## src/rtl/core/dda_pkg.sv

```systemverilog
// Shared widths and constants for the DDA line rasteriser.
`default_nettype none
package dda_pkg;
	localparam int COORD_BITS = 12;
	localparam int FRAC_BITS  = 16;
	localparam int DIFF_BITS  = COORD_BITS + 1;
	localparam int REM_BITS   = COORD_BITS + 1;
	localparam int QUO_BITS   = FRAC_BITS + 1;
	localparam int INC_BITS   = FRAC_BITS + 2;
	localparam int ACC_BITS   = COORD_BITS + FRAC_BITS + 1;
	localparam int CNT_BITS   = $clog2(FRAC_BITS + 1);
	localparam logic OP_LOAD  = 1'b0;
	localparam logic OP_STEP  = 1'b1;
endpackage
`default_nettype wire

```

## src/rtl/core/dda_div.sv

```systemverilog
// Iterative restoring divider giving the fixed-point step increment magnitude.
`default_nettype none
module dda_div (
	input  wire logic                          clk,
	input  wire logic                          arst_n,
	input  wire logic                          start,
	input  wire logic [dda_pkg::COORD_BITS-1:0] mag,
	input  wire logic [dda_pkg::COORD_BITS-1:0] den,
	output logic                               done,
	output logic [dda_pkg::QUO_BITS-1:0]       quo
);
	import dda_pkg::*;

	logic                  busy_q;
	logic                  done_q;
	logic [CNT_BITS-1:0]   cnt_q;
	logic [REM_BITS-1:0]   r_q;
	logic [COORD_BITS-1:0] den_q;
	logic [QUO_BITS-1:0]   q_q;
	logic [REM_BITS-1:0]   trial;
	logic [REM_BITS-1:0]   den_ext;
	logic                  ge;

	assign den_ext = {1'b0, den_q};
	assign trial   = (cnt_q == '0) ? r_q : {r_q[REM_BITS-2:0], 1'b0};
	assign ge      = (trial >= den_ext);

	always_ff @(posedge clk or negedge arst_n) begin
		if (!arst_n) begin
			busy_q <= 1'b0;
			done_q <= 1'b0;
			cnt_q  <= '0;
		end else if (start) begin
			busy_q <= 1'b1;
			done_q <= 1'b0;
			cnt_q  <= '0;
		end else if (busy_q) begin
			cnt_q <= cnt_q + CNT_BITS'(1);
			if (cnt_q == CNT_BITS'(FRAC_BITS)) begin
				busy_q <= 1'b0;
				done_q <= 1'b1;
			end
		end else begin
			done_q <= 1'b0;
		end
	end

	always_ff @(posedge clk) begin
		if (start) begin
			r_q   <= {1'b0, mag};
			den_q <= den;
			q_q   <= '0;
		end else if (busy_q) begin
			r_q <= ge ? (trial - den_ext) : trial;
			q_q <= {q_q[QUO_BITS-2:0], ge};
		end
	end

	assign done = done_q;
	assign quo  = q_q;

	a_busy_done_excl: assert property (@(posedge clk) disable iff (!arst_n)
		!(busy_q && done_q))
		else $error("divider busy and done together");

	a_no_restart: assert property (@(posedge clk) disable iff (!arst_n)
		start |-> !busy_q)
		else $error("divider restarted while busy");

	a_rem_bound: assert property (@(posedge clk) disable iff (!arst_n)
		(busy_q && cnt_q != '0 && den_q != '0) |-> (r_q < den_ext))
		else $error("divider remainder out of range");
endmodule
`default_nettype wire

```

## src/rtl/core/dda_line_rasterizer_unit.sv

```systemverilog
// Top level of the DDA line rasteriser: sequencer, accumulators and output register.
// A load transfer (op = 0) takes both endpoints and produces no result; the block then
// keeps in_ready low while one shared restoring divider, one quotient bit per cycle,
// works out first the x and then the y increment. A step transfer (op = 1) is taken
// every cycle while the output register is free or being emptied, and yields one
// pixel from the accumulators, the final one carrying last_pixel. A step with no line
// loaded produces nothing.
`default_nettype none
module dda_line_rasterizer_unit (
	input  wire logic                                 clk,
	input  wire logic                                 arst_n,
	input  wire logic                                 in_valid,
	output logic                                      in_ready,
	input  wire logic                                 op,
	input  wire logic signed [dda_pkg::COORD_BITS-1:0] start_x,
	input  wire logic signed [dda_pkg::COORD_BITS-1:0] start_y,
	input  wire logic signed [dda_pkg::COORD_BITS-1:0] end_x,
	input  wire logic signed [dda_pkg::COORD_BITS-1:0] end_y,
	output logic                                      out_valid,
	input  wire logic                                 out_ready,
	output logic signed [dda_pkg::COORD_BITS-1:0]      pixel_x,
	output logic signed [dda_pkg::COORD_BITS-1:0]      pixel_y,
	output logic                                      last_pixel
);
	import dda_pkg::*;

	localparam logic [1:0] ST_IDLE = 2'd0;
	localparam logic [1:0] ST_DIVX = 2'd1;
	localparam logic [1:0] ST_DIVY = 2'd2;

	logic [1:0]            state_q;
	logic [COORD_BITS-1:0] mag_y_q;
	logic [COORD_BITS-1:0] steps_q;
	logic                  sign_x_q;
	logic                  sign_y_q;
	logic [INC_BITS-1:0]   inc_x_q;
	logic [INC_BITS-1:0]   inc_y_q;
	logic [ACC_BITS-1:0]   acc_x_q;
	logic [ACC_BITS-1:0]   acc_y_q;
	logic [COORD_BITS-1:0] steps_left_q;
	logic                  line_active_q;
	logic                  out_valid_q;
	logic [COORD_BITS-1:0] pixel_x_q;
	logic [COORD_BITS-1:0] pixel_y_q;
	logic                  last_pixel_q;

	logic                  in_fire;
	logic                  load_fire;
	logic                  step_fire;
	logic [DIFF_BITS-1:0]  dx;
	logic [DIFF_BITS-1:0]  dy;
	logic [DIFF_BITS-1:0]  ax_full;
	logic [DIFF_BITS-1:0]  ay_full;
	logic [COORD_BITS-1:0] ax;
	logic [COORD_BITS-1:0] ay;
	logic [COORD_BITS-1:0] steps;
	logic                  div_start;
	logic [COORD_BITS-1:0] div_mag;
	logic [COORD_BITS-1:0] div_den;
	logic                  div_done;
	logic [QUO_BITS-1:0]   div_quo;
	logic                  div_sign;
	logic [INC_BITS-1:0]   quo_ext;
	logic [INC_BITS-1:0]   inc_new;

	assign in_ready  = (state_q == ST_IDLE) && (!out_valid_q || out_ready);
	assign in_fire   = in_valid && in_ready;
	assign load_fire = in_fire && (op == OP_LOAD);
	assign step_fire = in_fire && (op == OP_STEP) && line_active_q;

	assign dx      = {end_x[COORD_BITS-1], end_x} - {start_x[COORD_BITS-1], start_x};
	assign dy      = {end_y[COORD_BITS-1], end_y} - {start_y[COORD_BITS-1], start_y};
	assign ax_full = dx[DIFF_BITS-1] ? (~dx + DIFF_BITS'(1)) : dx;
	assign ay_full = dy[DIFF_BITS-1] ? (~dy + DIFF_BITS'(1)) : dy;
	assign ax      = ax_full[COORD_BITS-1:0];
	assign ay      = ay_full[COORD_BITS-1:0];
	assign steps   = (ax > ay) ? ax : ay;

	assign div_start = load_fire || ((state_q == ST_DIVX) && div_done);
	assign div_mag   = load_fire ? ax : mag_y_q;
	assign div_den   = load_fire ? steps : steps_q;

	dda_div u_div (
		.clk    (clk),
		.arst_n (arst_n),
		.start  (div_start),
		.mag    (div_mag),
		.den    (div_den),
		.done   (div_done),
		.quo    (div_quo)
	);

	assign div_sign = (state_q == ST_DIVX) ? sign_x_q : sign_y_q;
	assign quo_ext  = {1'b0, div_quo};
	assign inc_new  = (steps_q == '0) ? '0 : (div_sign ? (~quo_ext + INC_BITS'(1)) : quo_ext);

	always_ff @(posedge clk or negedge arst_n) begin
		if (!arst_n) begin
			state_q       <= ST_IDLE;
			line_active_q <= 1'b0;
			steps_left_q  <= '0;
			out_valid_q   <= 1'b0;
			acc_x_q       <= '0;
			acc_y_q       <= '0;
			inc_x_q       <= '0;
			inc_y_q       <= '0;
		end else begin
			if (step_fire) begin
				out_valid_q <= 1'b1;
			end else if (out_ready) begin
				out_valid_q <= 1'b0;
			end
			unique case (state_q)
				ST_IDLE: begin
					if (load_fire) begin
						state_q       <= ST_DIVX;
						line_active_q <= 1'b0;
						steps_left_q  <= steps;
						acc_x_q       <= {start_x[COORD_BITS-1], start_x, 1'b1,
							{(FRAC_BITS-1){1'b0}}};
						acc_y_q       <= {start_y[COORD_BITS-1], start_y, 1'b1,
							{(FRAC_BITS-1){1'b0}}};
					end else if (step_fire) begin
						if (steps_left_q == '0) begin
							line_active_q <= 1'b0;
						end else begin
							acc_x_q      <= acc_x_q + {{(ACC_BITS-INC_BITS){inc_x_q[INC_BITS-1]}},
								inc_x_q};
							acc_y_q      <= acc_y_q + {{(ACC_BITS-INC_BITS){inc_y_q[INC_BITS-1]}},
								inc_y_q};
							steps_left_q <= steps_left_q - COORD_BITS'(1);
						end
					end
				end
				ST_DIVX: begin
					if (div_done) begin
						inc_x_q <= inc_new;
						state_q <= ST_DIVY;
					end
				end
				ST_DIVY: begin
					if (div_done) begin
						inc_y_q       <= inc_new;
						line_active_q <= 1'b1;
						state_q       <= ST_IDLE;
					end
				end
				default: begin
					state_q <= ST_IDLE;
				end
			endcase
		end
	end

	always_ff @(posedge clk) begin
		if (load_fire) begin
			mag_y_q  <= ay;
			steps_q  <= steps;
			sign_x_q <= dx[DIFF_BITS-1];
			sign_y_q <= dy[DIFF_BITS-1];
		end
		if (step_fire) begin
			pixel_x_q    <= acc_x_q[FRAC_BITS+COORD_BITS-1:FRAC_BITS];
			pixel_y_q    <= acc_y_q[FRAC_BITS+COORD_BITS-1:FRAC_BITS];
			last_pixel_q <= (steps_left_q == '0);
		end
	end

	assign out_valid  = out_valid_q;
	assign pixel_x    = pixel_x_q;
	assign pixel_y    = pixel_y_q;
	assign last_pixel = last_pixel_q;

	a_done_in_div: assert property (@(posedge clk) disable iff (!arst_n)
		div_done |-> (state_q == ST_DIVX || state_q == ST_DIVY))
		else $error("divider result outside a division state");

	a_last_ends_line: assert property (@(posedge clk) disable iff (!arst_n)
		(step_fire && steps_left_q == '0) |=> (!line_active_q && out_valid && last_pixel))
		else $error("final pixel did not end the line");

	a_inc_bound: assert property (@(posedge clk) disable iff (!arst_n)
		line_active_q |-> ($signed(inc_x_q) <= $signed(INC_BITS'(1) << FRAC_BITS) &&
			$signed(inc_x_q) >= -$signed(INC_BITS'(1) << FRAC_BITS) &&
			$signed(inc_y_q) <= $signed(INC_BITS'(1) << FRAC_BITS) &&
			$signed(inc_y_q) >= -$signed(INC_BITS'(1) << FRAC_BITS)))
		else $error("step increment exceeds one pixel");
endmodule
`default_nettype wire

```

## config.mk

```make
export PLATFORM = sky130hd
export DESIGN_NAME = dda_line_rasterizer_unit
export DESIGN_NICKNAME = d
export VERILOG_FILES = /design/src/rtl/core/dda_pkg.sv /design/src/rtl/core/dda_div.sv /design/src/rtl/core/dda_line_rasterizer_unit.sv
export SDC_FILE = /design/constraint.sdc
export NUM_CORES = 1
export LEC_CHECK = 0
export CAP_MARGIN = 10
export CORE_MARGIN = 4
export CORE_UTILIZATION = 27
export CTS_CLUSTER_DIAMETER = 200
export DETAILED_ROUTE_END_ITERATION = 6
export DONT_BUFFER_PORTS = 1
export SYNTH_ARGS = -nofsm -noshare
export SYNTH_HDL_FRONTEND = slang
export SYNTH_SLANG_ARGS = --single-unit
```

## constraint.sdc

```tcl
create_clock -name clk -period 11.3 [get_ports clk]
set_clock_uncertainty 0.1 [all_clocks]
set_input_delay 2.26 -clock clk [delete_from_list [all_inputs] [get_ports clk]]
set_output_delay 2.26 -clock clk [all_outputs]
set_load 0.01 [all_outputs]
```

**After elaboration in Yosys (flattened, before gate mapping)**

Index checks and enable logic that the tools add are counted.

- Register bits: 210
- Input port bits: 53
- Output and inout bits: 27

- Add/sub/neg operators: 10
- Order comparisons: 2
- Eq/ne operators: 10
- Muxes and demuxes: 40
- Bitwise operators: 4
- Reduce and logical (&&, ||, !) cells: 22

Operator list:

| cell | number |
|---|---|
| 29-bit two-way mux | 6 |
| 12-bit two-way mux | 10 |
| 29-bit adder | 2 |
| 18-bit two-way mux | 2 |
| 13-bit two-way mux | 2 |
| 12-bit by 12-bit subtractor with 13-bit output | 2 |
| 12-bit by 1-bit adder with 12-bit output, second input constant | 2 |
| 12-bit zero test | 2 |
| 12-bit inverter | 2 |
| 18-bit by 1-bit adder with 18-bit output, second input constant | 1 |
| 17-bit inverter with 18-bit output | 1 |
| 13-bit by 12-bit >= comparator with 1-bit output | 1 |
| 1-bit two-way mux | 13 |
| 13-bit by 12-bit subtractor with 13-bit output | 1 |
| 12-bit > comparator | 1 |
| 12-bit by 1-bit subtractor with 12-bit output, second input constant | 1 |
| 5-bit two-way mux | 2 |
| 2-bit nonzero test | 4 |
| 1-bit logical AND | 6 |
| 2-bit two-way mux | 3 |
| 3-bit inequality test, second input constant | 2 |
| 2-bit one-hot mux with 3 select lines | 1 |
| 3-bit AND reduction | 2 |
| 5-bit by 1-bit adder with 5-bit output, second input constant | 1 |
| 14 further kinds | 18 |

**Longest topological paths before layout**

Gate-level depths: netlist of the first run.

- Depth in word-level cells: 9
- Mapped depth: 23

**Hierarchy**

Synthesis of the first run repeated with hierarchy kept, for this count alone.

- Cell total of the unflattened synthesis: 1531
- Area, all modules: 13975.9 um^2

Modules (own cells, without submodules):

| module | instances | cells each | area each (um^2) |
|---|---|---|---|
| dda_line_rasterizer_unit | 1 | 1251 | 11146.9 |
| dda_div | 1 | 280 | 2829.0 |

**Worst setup path before layout of the first run**

OpenSTA, ideal clock, no wires.

- Kind: in2reg
- Start: input port end_y[0] (netlist name)
- End: register u_div.den_q[5], data pin
- Library setup time: 0.301 ns
- Data arrival time: 6.458 ns
- Path slack: 4.441 ns
- Stages on the path: 19
- Buffers on the path: 1
- Cell sequence: inv_1 ha_1 fa_1 nand2b_1 a21oi_1 o221ai_1 a21oi_1 a21oi_1 a311o_1 or2_2 a22oi_1 inv_1 ha_1 nand4_1 or3_1 a21oi_1 clkbuf_1 mux2i_1 a21oi_1

- Word-level cells in the longest chain between the ends: 7

RTL lines:

| element | RTL line | source |
|---|---|---|
| from (decl) | dda_line_rasterizer_unit.sv:18 | `input wire logic signed [dda_pkg::COORD_BITS-1:0] end_y,` |
| 12-bit by 12-bit subtractor with 13-bit output * | dda_line_rasterizer_unit.sv:72 | `assign dy = {end_y[COORD_BITS-1], end_y} - {start_y[COORD_BITS-1], start_y};` |
| 12-bit inverter | dda_line_rasterizer_unit.sv:74 | `assign ay_full = dy[DIFF_BITS-1] ? (~dy + DIFF_BITS'(1)) : dy;` |
| 12-bit by 1-bit adder with 12-bit output | dda_line_rasterizer_unit.sv:74 |  |
| 12-bit two-way mux * | dda_line_rasterizer_unit.sv:74 |  |
| named net ay_full[11] | dda_line_rasterizer_unit.sv:53 | `logic [DIFF_BITS-1:0] ay_full;` |
| 12-bit > comparator * | dda_line_rasterizer_unit.sv:77 | `assign steps = (ax > ay) ? ax : ay;` |
| 12-bit two-way mux * | dda_line_rasterizer_unit.sv:77 |  |
| 12-bit two-way mux * | n/a |  |
| named net div_den[5] | dda_line_rasterizer_unit.sv:59 | `logic [COORD_BITS-1:0] div_den;` |
| to (signal assigned) | dda_div.sv:51 | `den_q <= den;` |
| to (decl) | dda_div.sv:18 | `logic [COORD_BITS-1:0] den_q;` |

The timed path passes the listed nets; every way through them passes the cells marked *.
A chain may end at the register's enable or synchronous reset.

**Worst setup path after layout of the first run**

- Start: input port end_x[0] (netlist name)
- End: register u_div.den_q[10], data pin

- Word-level cells in the longest chain between the ends: 7

RTL lines:

| element | RTL line | source |
|---|---|---|
| from (decl) | dda_line_rasterizer_unit.sv:17 | `input wire logic signed [dda_pkg::COORD_BITS-1:0] end_x,` |
| 12-bit by 12-bit subtractor with 13-bit output * | dda_line_rasterizer_unit.sv:71 | `assign dx = {end_x[COORD_BITS-1], end_x} - {start_x[COORD_BITS-1], start_x};` |
| 12-bit inverter | dda_line_rasterizer_unit.sv:73 | `assign ax_full = dx[DIFF_BITS-1] ? (~dx + DIFF_BITS'(1)) : dx;` |
| 12-bit by 1-bit adder with 12-bit output | dda_line_rasterizer_unit.sv:73 |  |
| 12-bit two-way mux * | dda_line_rasterizer_unit.sv:73 |  |
| 12-bit > comparator | dda_line_rasterizer_unit.sv:77 |  |
| 12-bit two-way mux * | dda_line_rasterizer_unit.sv:77 |  |
| 12-bit two-way mux * | n/a |  |
| named net div_den[10] | dda_line_rasterizer_unit.sv:59 |  |

Marked as above.

==> impl_metrics.tcl, run 1 <==
set metrics [dict create \
    cts_buffers 25 \
    die-area_um2 55200 \
    vias 11235 \
    powerDensity_nw_per_um2 302 \
    final_layout_size_suffix_gt1_share_pct 5.89 \
    yosys.area.top_type "dfrtp_1" \
    tritoncts "yes" \
    yosysUniqueCellTypes 84 \
    worstPathRequired_ns 11.44 \
    cp.arrival_ns 6.87 \
    ys_seq_elements 208 \
    p_sw_w 0.00202 \
    instances_no_fill 2199 \
    p_int_w 0.00264 \
    ios 80 \
    gp_congestion 0.866 \
    seqCellArea_um2 5370 \
    fill_cells 5269 \
    die_y_um 235 \
    drcViolationCount 0 \
    run_status "completed" \
    grt-ovfl-total 0 \
    wl_met3_um 2040 \
    p_leak_nw 6.77 \
    grt_max_degree 116 \
    hold_buffers 0 \
    drtPass1Iterations 5 \
    timing.critical_path.fanout_max 15 \
    postRouteAntennaNets 0 \
    grt_usage_pct 13.2 \
    synthArstFlopShare_pct 55.3 \
    cts_resized 0 \
    post_cts_buffers 0 \
    synth_seq_area_share_pct 38.6 \
    synth_top_area_share_pct 20.7 \
    antenna_found_initial 0 \
    syn_to_final_growth_pct 11.0 \
    clock_power_share_pct 17.6 \
    core_area_um2 50500 \
    netlist_area_um2 13900 \
    pwr-share-comb_pct 53.3 \
    wl_per_cell_um 17.3 \
    drtIter0Drc 711 \
    start_kind "input port" \
    io_buffers 0 \
    place_hpwl_um 27900 \
    whs_path_depth 2 \
    cts-htree-levels 1 \
    grt_pass1_vias 10799 \
    worstMarginPinSlew_ns 1.14 \
    hold_viol_final 0 \
    dp_cells 2153 \
    postSynthAreaPerCell_um2 9.10 \
    period_share_pct 59.6 \
    hold_class "reg -> reg" \
    cts-root-buf "clkbuf_16" \
    slew_headroom_pct 23.4 \
    cts_buffer_depth 3 \
    reg2regPathDepth 14 \
    yosys_warnings 0 \
    fmax_mhz 149 \
    rows 82 \
    synth_edf_count 63 \
    clk-insertion-delay-late_ns 0.53 \
    routed.top_layer "met4" \
    worstSetupPathType "in -> reg" \
    finalSetupTns_ns 0 \
    rsz0062_at_grt "no" \
    pwr-share-seq_pct 29.1 \
    grt_pass1_wl_um 60300 \
    cap_violations 0 \
    synth.most_common_cell "nand2_1" \
    setup_viol 0 \
    synth_fp_nets 1694 \
    finalMaxSlewViolations 0 \
    vias_per_cell 5.11 \
    routed-wl-met2_um 16800 \
    yosys-top-cells-count "144 x nand2_1, 136 x o21ai_0, 115 x dfrtp_1" \
    multi_input_area_um2 8000 \
    wl_met1_um 18300 \
    path_clk_slew_ns 0.06 \
    die_x_um 235 \
    p_sw_share_pct 43.4 \
    vdd_drop_max_uv 115 \
    antenna_cells 0 \
    synth_area_leaders "dfrtp_1 21%, edfxtp_1 14%, ha_1 9.7%, o21ai_0 4.9%, dfxtp_1 4.3%" \
    syn_inst 1528 \
    ys.flop_type "dfrtp_1" \
    start_util_pct 27.5 \
    finalWirelength_um 38100 \
    finalCriticalPeriod_ns 6.73 \
    cts.sinks 208 \
    end_kind "flop" \
    final_nets 1674 \
]
[state kept, by name, indices dropped and copies added, names as in the netlist, 13 cells and up]
name,flops
u_div.quo,17
acc_y_q,28
inc_x_q,18
u_div.r_q,13
inc_y_q,18
acc_x_q,28
[stage by stage]
step	instance area, um^2	hold WS, ns	util, %	power (W)	worst slack, ns
after floorplan	13900	0.332	-	0.00322	4.44
after global placement	14600	0.356	28.9	0.00376	4.24
after detailed placement	14600	0.358	28.9	0.00382	4.08
after CTS	15400	0.368	30.6	0.00467	4.63
after global routing	15400	0.381	30.6	0.00505	4.26
final	15400	0.366	30.6	0.00466	4.57
[critical path: stages]
cell and delay [ns]:
inv_1 0.02, ha_1 0.22, fa_1 0.40, nand2b_1 0.18
a21oi_1 0.37, o2111ai_1 0.20, a32oi_1 0.84, nor2_1 0.15
xnor2_1 0.34, inv_1 0.09, ha_1 0.30, nand4_1 0.12
or3_1 0.37, a21oi_1 0.19, buf_4 0.30, mux2i_1 0.36
o21ai_0 0.15
[path summary, 6_finish.rpt]
path | from | endpoint | slack [ns]
setup / recovery | end_x[0] | u_div.den_q[10]$_DFFE_PN_ | 4.57
min in group asynchronous | arst_n | acc_y_q[5]$_DFFE_PN0P_ | 1.33
max in group asynchronous | arst_n | acc_x_q[17]$_DFFE_PN0P_ | 9.52
hold reg to reg | steps_q[0]$_DFF_P_ | steps_q[0]$_DFF_P_ | 0.37
hold / removal | steps_q[0]$_DFF_P_ | steps_q[0]$_DFF_P_ | 0.37
setup reg to reg | u_div.cnt_q[0]$_DFFE_PN0P_ | u_div.r_q[9]$_DFFE_PP_ | 6.27
[power by group through the flow]
stage	clock network, W	logic [W]	registers [W]
5_1_grt	0.000867	0.00279	0.00139
6_report	0.000820	0.00248	0.00136
3_3_place_gp	0	0.00240	0.00136
4_1_cts	0.000838	0.00247	0.00136
3_5_place_dp	0	0.00245	0.00137
2_1_floorplan	0	0.00194	0.00128
[area by class of cell]
class	count	area share (%)
well taps	672	5.45
repair buffers	10	0.487
flip-flops and latches	208	34.8
clock buffers	35	4.49
multi-input cells	1178	51.8
clock inverters	11	0.868
inverters	85	2.07
[per-layer routing]
layer | GRT usage (%) | up-vias
met4 | 3.44 | 0
met5 | 0 | -
met3 | 2.18 | 50
met1 | 18.9 | 5369
li1 | - | 5542
met2 | 20.7 | 274
[placed cells by master (no fill, tap or decap), types with 8 or more instances in the layout]
cell	n
xnor2_1	48
nand4_1	15
o31ai_1	14
mux2i_1	40
nor3_1	29
a21o_1	33
a21oi_1	105
and3_1	15
o211ai_1	10
dfrtp_1	115
nand2_1	143
dfxtp_1	30
nand2b_1	21
inv_1	83
a22oi_1	15
nor4_1	14
buf_4	10
ha_1	108
o21ai_0	136
nor3b_1	8
mux2_2	15
clkbuf_16	25
o22ai_1	12
edfxtp_1	63
nor2b_1	17
nor2_1	108
a31oi_1	13
o21a_1	14
xor2_1	52
nand3_1	51
or3_1	10
a211oi_1	16
[logic make-up after synthesis]
| logic type | count (synthesis) | synth area share (%) |
|---|---|---|
| compound gates | 435 | 19.8 |
| xor+xnor | 101 | 6.42 |
| fa+ha+maj | 113 | 10.4 |
| buf+inv | 142 | 3.92 |
| flops | 208 | 38.6 |
| mux | 55 | 4.10 |
| simple gates | 474 | 16.7 |
Note: power is estimated with default switching activity, not from simulation.
==> run 2, diff against run 1 <==
- clock period: 11.3 -> 5.7 ns (I/O delays scaled with it)
==> run 2 against run 1 <==
  * Utilization rose by 0.69 points
  * Combinational power is 100% higher
  * Non-clock buffer count increased by 46
  * Sequential share of layout area is 0.76 points lower
  * Critical path type unchanged
  * Hold slack lost 0.15 ns
==> impl_metrics.tcl, run 2 (synthesized netlist as in run 1, its figures left out) <==
set metrics [dict create \
    slew_headroom_pct 35.9 \
    finalWirelength_um 37500 \
    instances_no_fill 2245 \
    critical-path-top-delay-family "compound AO/OA/AOI/OAI gates" \
    core_area_um2 50500 \
    clk-insertion-delay-late_ns 0.53 \
    worstSetupPathType "in -> reg" \
    setup_viol 0 \
    grt-ovfl-total 0 \
    final_nets 1719 \
    finalCriticalPeriod_ns 5.35 \
    worstPathRequired_ns 5.84 \
    cp.arrival_ns 5.49 \
    timing.rr.start "u_div.cnt_q[0]$_DFFE_PN0P_" \
    grt_pass1_vias 11237 \
    finalSetupTns_ns 0 \
    drcViolationCount 0 \
    start_kind "input port" \
    slowest_stage "fa_1" \
    die_x_um 235 \
    cpMostUsedCell "a21oi_1" \
    cts_buffer_depth 3 \
    run_status "completed" \
    hold_buffers 0 \
    die_y_um 235 \
    crit_buf_inv 3 \
    vdd_drop_max_uv 228 \
    drtPass1Iterations 5 \
    antenna_found_initial 1 \
    fmax_mhz 187 \
    grt_pass1_wl_um 60600 \
    critical_path.startpoint "end_y[0]" \
    drtIter0Drc 719 \
    crit_path_cell_trace "inv_1 -> ha_1 -> fa_1 -> nand2b_1 -> a21oi_1 -> o221ai_1 -> a21oi_1 -> a21oi_1 -> a311o_1 -> or2_2 -> a22oi_1 -> inv_1 -> ha_1 -> nand4_1 -> or3_1 -> a21oi_2 -> buf_4 -> nor2_1 -> a22oi_1 -> nand2_1" \
    gp_congestion 0.875 \
    path_clk_slew_ns 0.06 \
    die-area_um2 55200 \
    postRouteAntennaNets 0 \
    tritoncts "yes" \
    syn_to_final_growth_pct 13.5 \
    vias 11527 \
    hold_viol_final 0 \
    finalMaxSlewViolations 0 \
    vias_per_cell 5.13 \
    reg_top3 "acc_x_q (28), acc_y_q (28)" \
    timing.critical_path.fanout_max 8 \
    p_total_w 0.00935 \
    ios 80 \
    powerDensity_nw_per_um2 593 \
    worstMarginPinSlew_ns 0.958 \
    final_common_cell "nand2_1" \
    period_share_pct 93.8 \
    hold_class "in -> async" \
    end_kind "flop" \
    final_layout_size_suffix_gt1_share_pct 8.53 \
    rsz0062_at_grt "no" \
    wl_per_cell_um 16.7 \
    cts-root-buf "clkbuf_16" \
    place_hpwl_um 27700 \
    p_leak_nw 6.99 \
    worst_hold_slack_ns 0.215 \
    cpPeakStageDelay_ns 0.40 \
    cts.sinks 208 \
    cap_violations 0 \
    rows 82 \
    cts_buffers 24 \
    grt_usage_pct 13.1 \
    grt_max_degree 116 \
    dp_cells 2199 \
    start_util_pct 27.5 \
    cts-htree-levels 1 \
    io_buffers 0 \
    fill_cells 5273 \
    final_cell_mix "143 x nand2_1, 135 x o21ai_0, 115 x dfrtp_1" \
]
## run 2: cell count changes in the layout (fill, tap and decap cells not counted), moves of 2 or more
cell / delta
diode_2: +2
clkinv_1: +2
clkbuf_8: -2
buf_4: +46
## run 2: area by class of cell
| cell class | instances | area (um^2) | share of cell area, % |
|---|---|---|---|
| Multi-Input combinational cell | 1178 | 8000 | 50.7 |
| Sequential cell | 208 | 5370 | 34.0 |
| Tap cell | 672 | 841 | 5.33 |
| Clock buffer | 32 | 662 | 4.20 |
| Timing Repair Buffer | 56 | 420 | 2.66 |
| Inverter | 85 | 319 | 2.02 |
| Clock inverter | 12 | 158 | 0.999 |
| Antenna cell | 2 | 5.00 | 0.0317 |
## run 2: per-stage QoR
| step | utilization, % | setup slack, ns | area (um^2) |
|---|---|---|---|
| floorplan | - | 0.0893 | 13900 |
| global placement | 29.6 | 0.0520 | 15000 |
| detailed placement | 29.6 | -0.0586 | 15000 |
| CTS | 31.2 | 0.406 | 15800 |
| global route | 31.2 | 0.0780 | 15800 |
| finish | 31.3 | 0.352 | 15800 |
## run 2: worst reg2reg max path: stages, from the launching register on
cell      delay, ns
dfrtp_1        0.42
inv_1          0.07
ha_1           0.17
nor4b_4        0.19
buf_4          0.29
mux2_2         0.42
ha_1           0.34
nor2b_1        0.15
o21a_1         0.17
o21ai_0        0.47
a211oi_1       0.21
nor4_1         0.35
or2_2          0.43
nor2_1         0.10
a211oi_1       0.28
o22ai_1        0.12
## run 2: metal layers
metal	up-vias	wire (um)	global-route usage (%)
met2	303	16900	21.2
met1	5527	17100	17.8
met3	65	2270	2.72
met4	2	1110	3.74
li1	5630	-	-
met5	-	10	0
## run 2: power breakdown
group	switching [W]	internal [W]	total, W
registers	0.000471	0.00222	0.00269
logic	0.00290	0.00215	0.00505
clock network	0.000617	0.000994	0.00161
total	0.00399	0.00536	0.00935
## run 2: timing repair
action,4_1_cts,5_1_grt
endpoints found under the setup margin,0,1
gates resized for setup,0,1
setup buffers,0,0
## run 2: final timing paths
check | endpoint | slack (ns) | cells after the start
worst max-delay path | u_div.den_q[9]$_DFFE_PN_ | 0.35 | 20
worst min-delay path | acc_y_q[24]$_DFFE_PN0P_ | 0.22 | 0
worst max register to register | u_div.r_q[6]$_DFFE_PP_ | 1.15 | 15
worst min register to register | state_q[1]$_DFFE_PN0P_ | 0.38 | 1
max in group asynchronous | line_active_q$_DFFE_PN0P_ | 5.00 | 0
min in group clk | state_q[1]$_DFFE_PN0P_ | 0.38 | 1
==> run 3, diff against run 2 <==
- CORE_MARGIN: 4 -> default
- SYNTH_HIERARCHICAL: default -> 1
- TNS_END_PERCENT: default -> 50
==> run 3 against run 2 <==
  * Die area fell by 4.5%
  * Sequential share of layout area rose by 0.084 points
  * First-iteration DRC count fell by 2.6%
  * Worst setup slack gained 0.11 ns
  * Register-to-register slack improved by 0.08 ns
  * Routed wire length rose by 0.56%
  * Clock power is essentially flat
  * Hold slack gained 0.0077 ns
  * Combinational power increased by 8.1%
  * Largest power group unchanged
==> impl_metrics.tcl, run 3 <==
set metrics [dict create \
    wl_per_cell_um 16.8 \
    grt_max_degree 116 \
    gp_congestion 0.919 \
    p_sw_share_pct 43.2 \
    cts.sinks 208 \
    p_total_w 0.00980 \
    ios 80 \
    crit_path_cell_trace "inv_1 -> ha_1 -> fa_1 -> and2b_1 -> o21a_1 -> o21ai_2 -> a21boi_0 -> o211ai_2 -> or4b_4 -> o31a_4 -> xnor2_4 -> ha_1 -> nand4_1 -> or3_1 -> a21oi_2 -> buf_12 -> mux2i_1 -> nor2_1 -> a21o_1" \
    cap_violations 0 \
    tritoncts "yes" \
    vdd_drop_max_uv 266 \
    critical_path.startpoint "end_x[0]" \
    postSynthAreaPerCell_um2 9.13 \
    synth_top_area_share_pct 20.6 \
    crit_end "u_div/den_q[4]$_DFFE_PP_" \
    vias_per_cell 5.10 \
    p_int_w 0.00556 \
    postRouteAntennaNets 0 \
    hold_viol_final 0 \
    fmax_mhz 191 \
    cpPeakStageDelay_ns 0.57 \
    synth_area_leaders "dfrtp_1 21%, edfxtp_1 14%, ha_1 9.7%, o21ai_0 5.5%, nand2_1 4.4%" \
    slew_headroom_pct 30.0 \
    cts_buffer_depth 3 \
    powerDensity_nw_per_um2 623 \
    ys.flop_type "dfrtp_1" \
    grt_usage_pct 14.2 \
    synth_seq_area_share_pct 38.4 \
    dpl_cell_area_um2 14900 \
    cts_buffers 24 \
    timing.rr.start "u_div/cnt_q[0]$_DFFE_PN0P_" \
    pwr-share-comb_pct 55.7 \
    worstSetupPathType "in -> reg" \
    reg_top3 "acc_x_q (28), acc_y_q (28)" \
    start_kind "input port" \
    syn_to_final_growth_pct 12.6 \
    cts_resized 0 \
    setup_viol 0 \
    p_sw_w 0.00424 \
    finalCriticalPeriod_ns 5.24 \
    reg2regPathDepth 13 \
    end_kind "flop" \
    antenna_found_initial 0 \
    cts-htree-levels 1 \
    final_layout_size_suffix_gt1_share_pct 8.49 \
    final_nets 1703 \
    netlist_area_um2 14000 \
    syn_inst 1531 \
    synthArstFlopShare_pct 55.3 \
    synth_edf_count 63 \
    core_area_um2 51200 \
    slowest_stage "or4b_4" \
    die_y_um 230 \
    worstMarginPinSlew_ns 1.05 \
    drtPass1Iterations 7 \
    ys_seq_elements 208 \
    fin_area_um2 15700 \
    grt-ovfl-total 0 \
    pwr-share-seq_pct 28.1 \
    drtIter0Drc 700 \
    yosys-top-cells-count "165 x nand2_1, 153 x o21ai_0, 115 x dfrtp_1" \
    final_cell_mix "164 x nand2_1, 152 x o21ai_0, 115 x dfrtp_1" \
    final_common_cell "nand2_1" \
    finalMaxSlewViolations 0 \
    rows 83 \
    clock_power_share_pct 16.1 \
    regToRegSetupSlack_ns 1.23 \
    yosys_warnings 6 \
    yosysUniqueCellTypes 91 \
    timing.critical_path.fanout_max 18 \
    cp.arrival_ns 5.41 \
    place_hpwl_um 27900 \
    period_share_pct 91.9 \
    cpMostUsedCell "ha_1" \
    io_buffers 0 \
    hold_buffers 0 \
    start_util_pct 27.3 \
    antenna_cells 0 \
    rsz0062_at_grt "no" \
    clk-insertion-delay-late_ns 0.52 \
    die_x_um 230 \
    drcViolationCount 0 \
    p_leak_nw 6.90 \
    synth.most_common_cell "nand2_1" \
    run_status "completed" \
    yosys.area.top_type "dfrtp_1" \
    die-area_um2 52700 \
    hold_class "in -> async" \
    grt_pass1_wl_um 61200 \
    vias 11393 \
    fin_util_pct 30.7 \
    finalWirelength_um 37700 \
    synth_fp_nets 1697 \
    cts-root-buf "clkbuf_16" \
    grt_pass1_vias 11198 \
    post_cts_buffers 0 \
    worstPathRequired_ns 5.87 \
    path_clk_slew_ns 0.06 \
    r2r-end "u_div/r_q[9]$_DFFE_PP_" \
]
==> run 3: cell families (layout without fill, tap and decap cells) <==
kind of cell | Yosys count | after routing | share of synthesized area [%]
fa+ha+maj | 113 | 113 | 10.4
compound gates | 443 | 443 | 20.7
flops | 208 | 208 | 38.4
xor+xnor | 104 | 104 | 6.65
mux | 51 | 51 | 3.83
buf+inv | 148 | 172 | 4.06
simple gates | 464 | 464 | 15.9
==> run 3: layer usage <==
metal	global-route usage (%)	part of all wire, %	up-vias
li1	-	-	5565
met1	18.7	45	5559
met2	25.3	50	236
met3	1.17	3.8	33
met4	2.73	1.2	0
met5	0	0	-
==> run 3: critical path, delay by kind of cell <==
kind	cells	cell delay [ns]
simple gates	5	1.37
fa+ha+maj	3	0.89
buf+inv	2	0.21
xor+xnor	1	0.15
compound gates	7	1.41
mux	1	0.23
==> run 3: how the worst min path moves through the flow <==
stage,from,endpoint,slack [ns],cells after the start
floorplan,steps_q[10]$_DFF_P_,steps_q[10]$_DFF_P_,0.33,2
global placement,steps_q[1]$_DFF_P_,steps_q[1]$_DFF_P_,0.36,2
detailed placement,steps_q[6]$_DFF_P_,steps_q[6]$_DFF_P_,0.35,2
CTS,arst_n,acc_x_q[7]$_DFFE_PN0P_,0.21,0
global route,arst_n,acc_x_q[7]$_DFFE_PN0P_,0.20,0
finish,arst_n,acc_x_q[7]$_DFFE_PN0P_,0.22,0
==> run 3: power by group through the flow <==
| stage | Sequential [W] | Clock, W | Combinational, W |
|---|---|---|---|
| after global routing | 0.00283 | 0.00168 | 0.00613 |
| after detailed placement | 0.00278 | 0 | 0.00542 |
| after CTS | 0.00276 | 0.00161 | 0.00545 |
| final | 0.00276 | 0.00158 | 0.00546 |
| after global placement | 0.00276 | 0 | 0.00529 |
| after floorplan | 0.00259 | 0 | 0.00429 |
==> run 3: metrics by stage <==
step,TNS [ns],cells,hold WS [ns],worst slack (ns)
after floorplan,0,1531,0.332,0.0567
after global placement,0,2190,0.357,0.0419
after detailed placement,-0.0722,2190,0.355,-0.0405
after CTS,0,2234,0.205,0.517
after global routing,0,2235,0.202,0.193
final,0,2235,0.223,0.461
==> run 3: cell type report <==
class	instances	area (um^2)
Clock buffer	29	651
Multi-Input combinational cell	1175	8040
Sequential cell	208	5370
Tap cell	680	851
Timing Repair Buffer	35	320
Fill cell	5275	35500
Clock inverter	15	153
Inverter	93	349
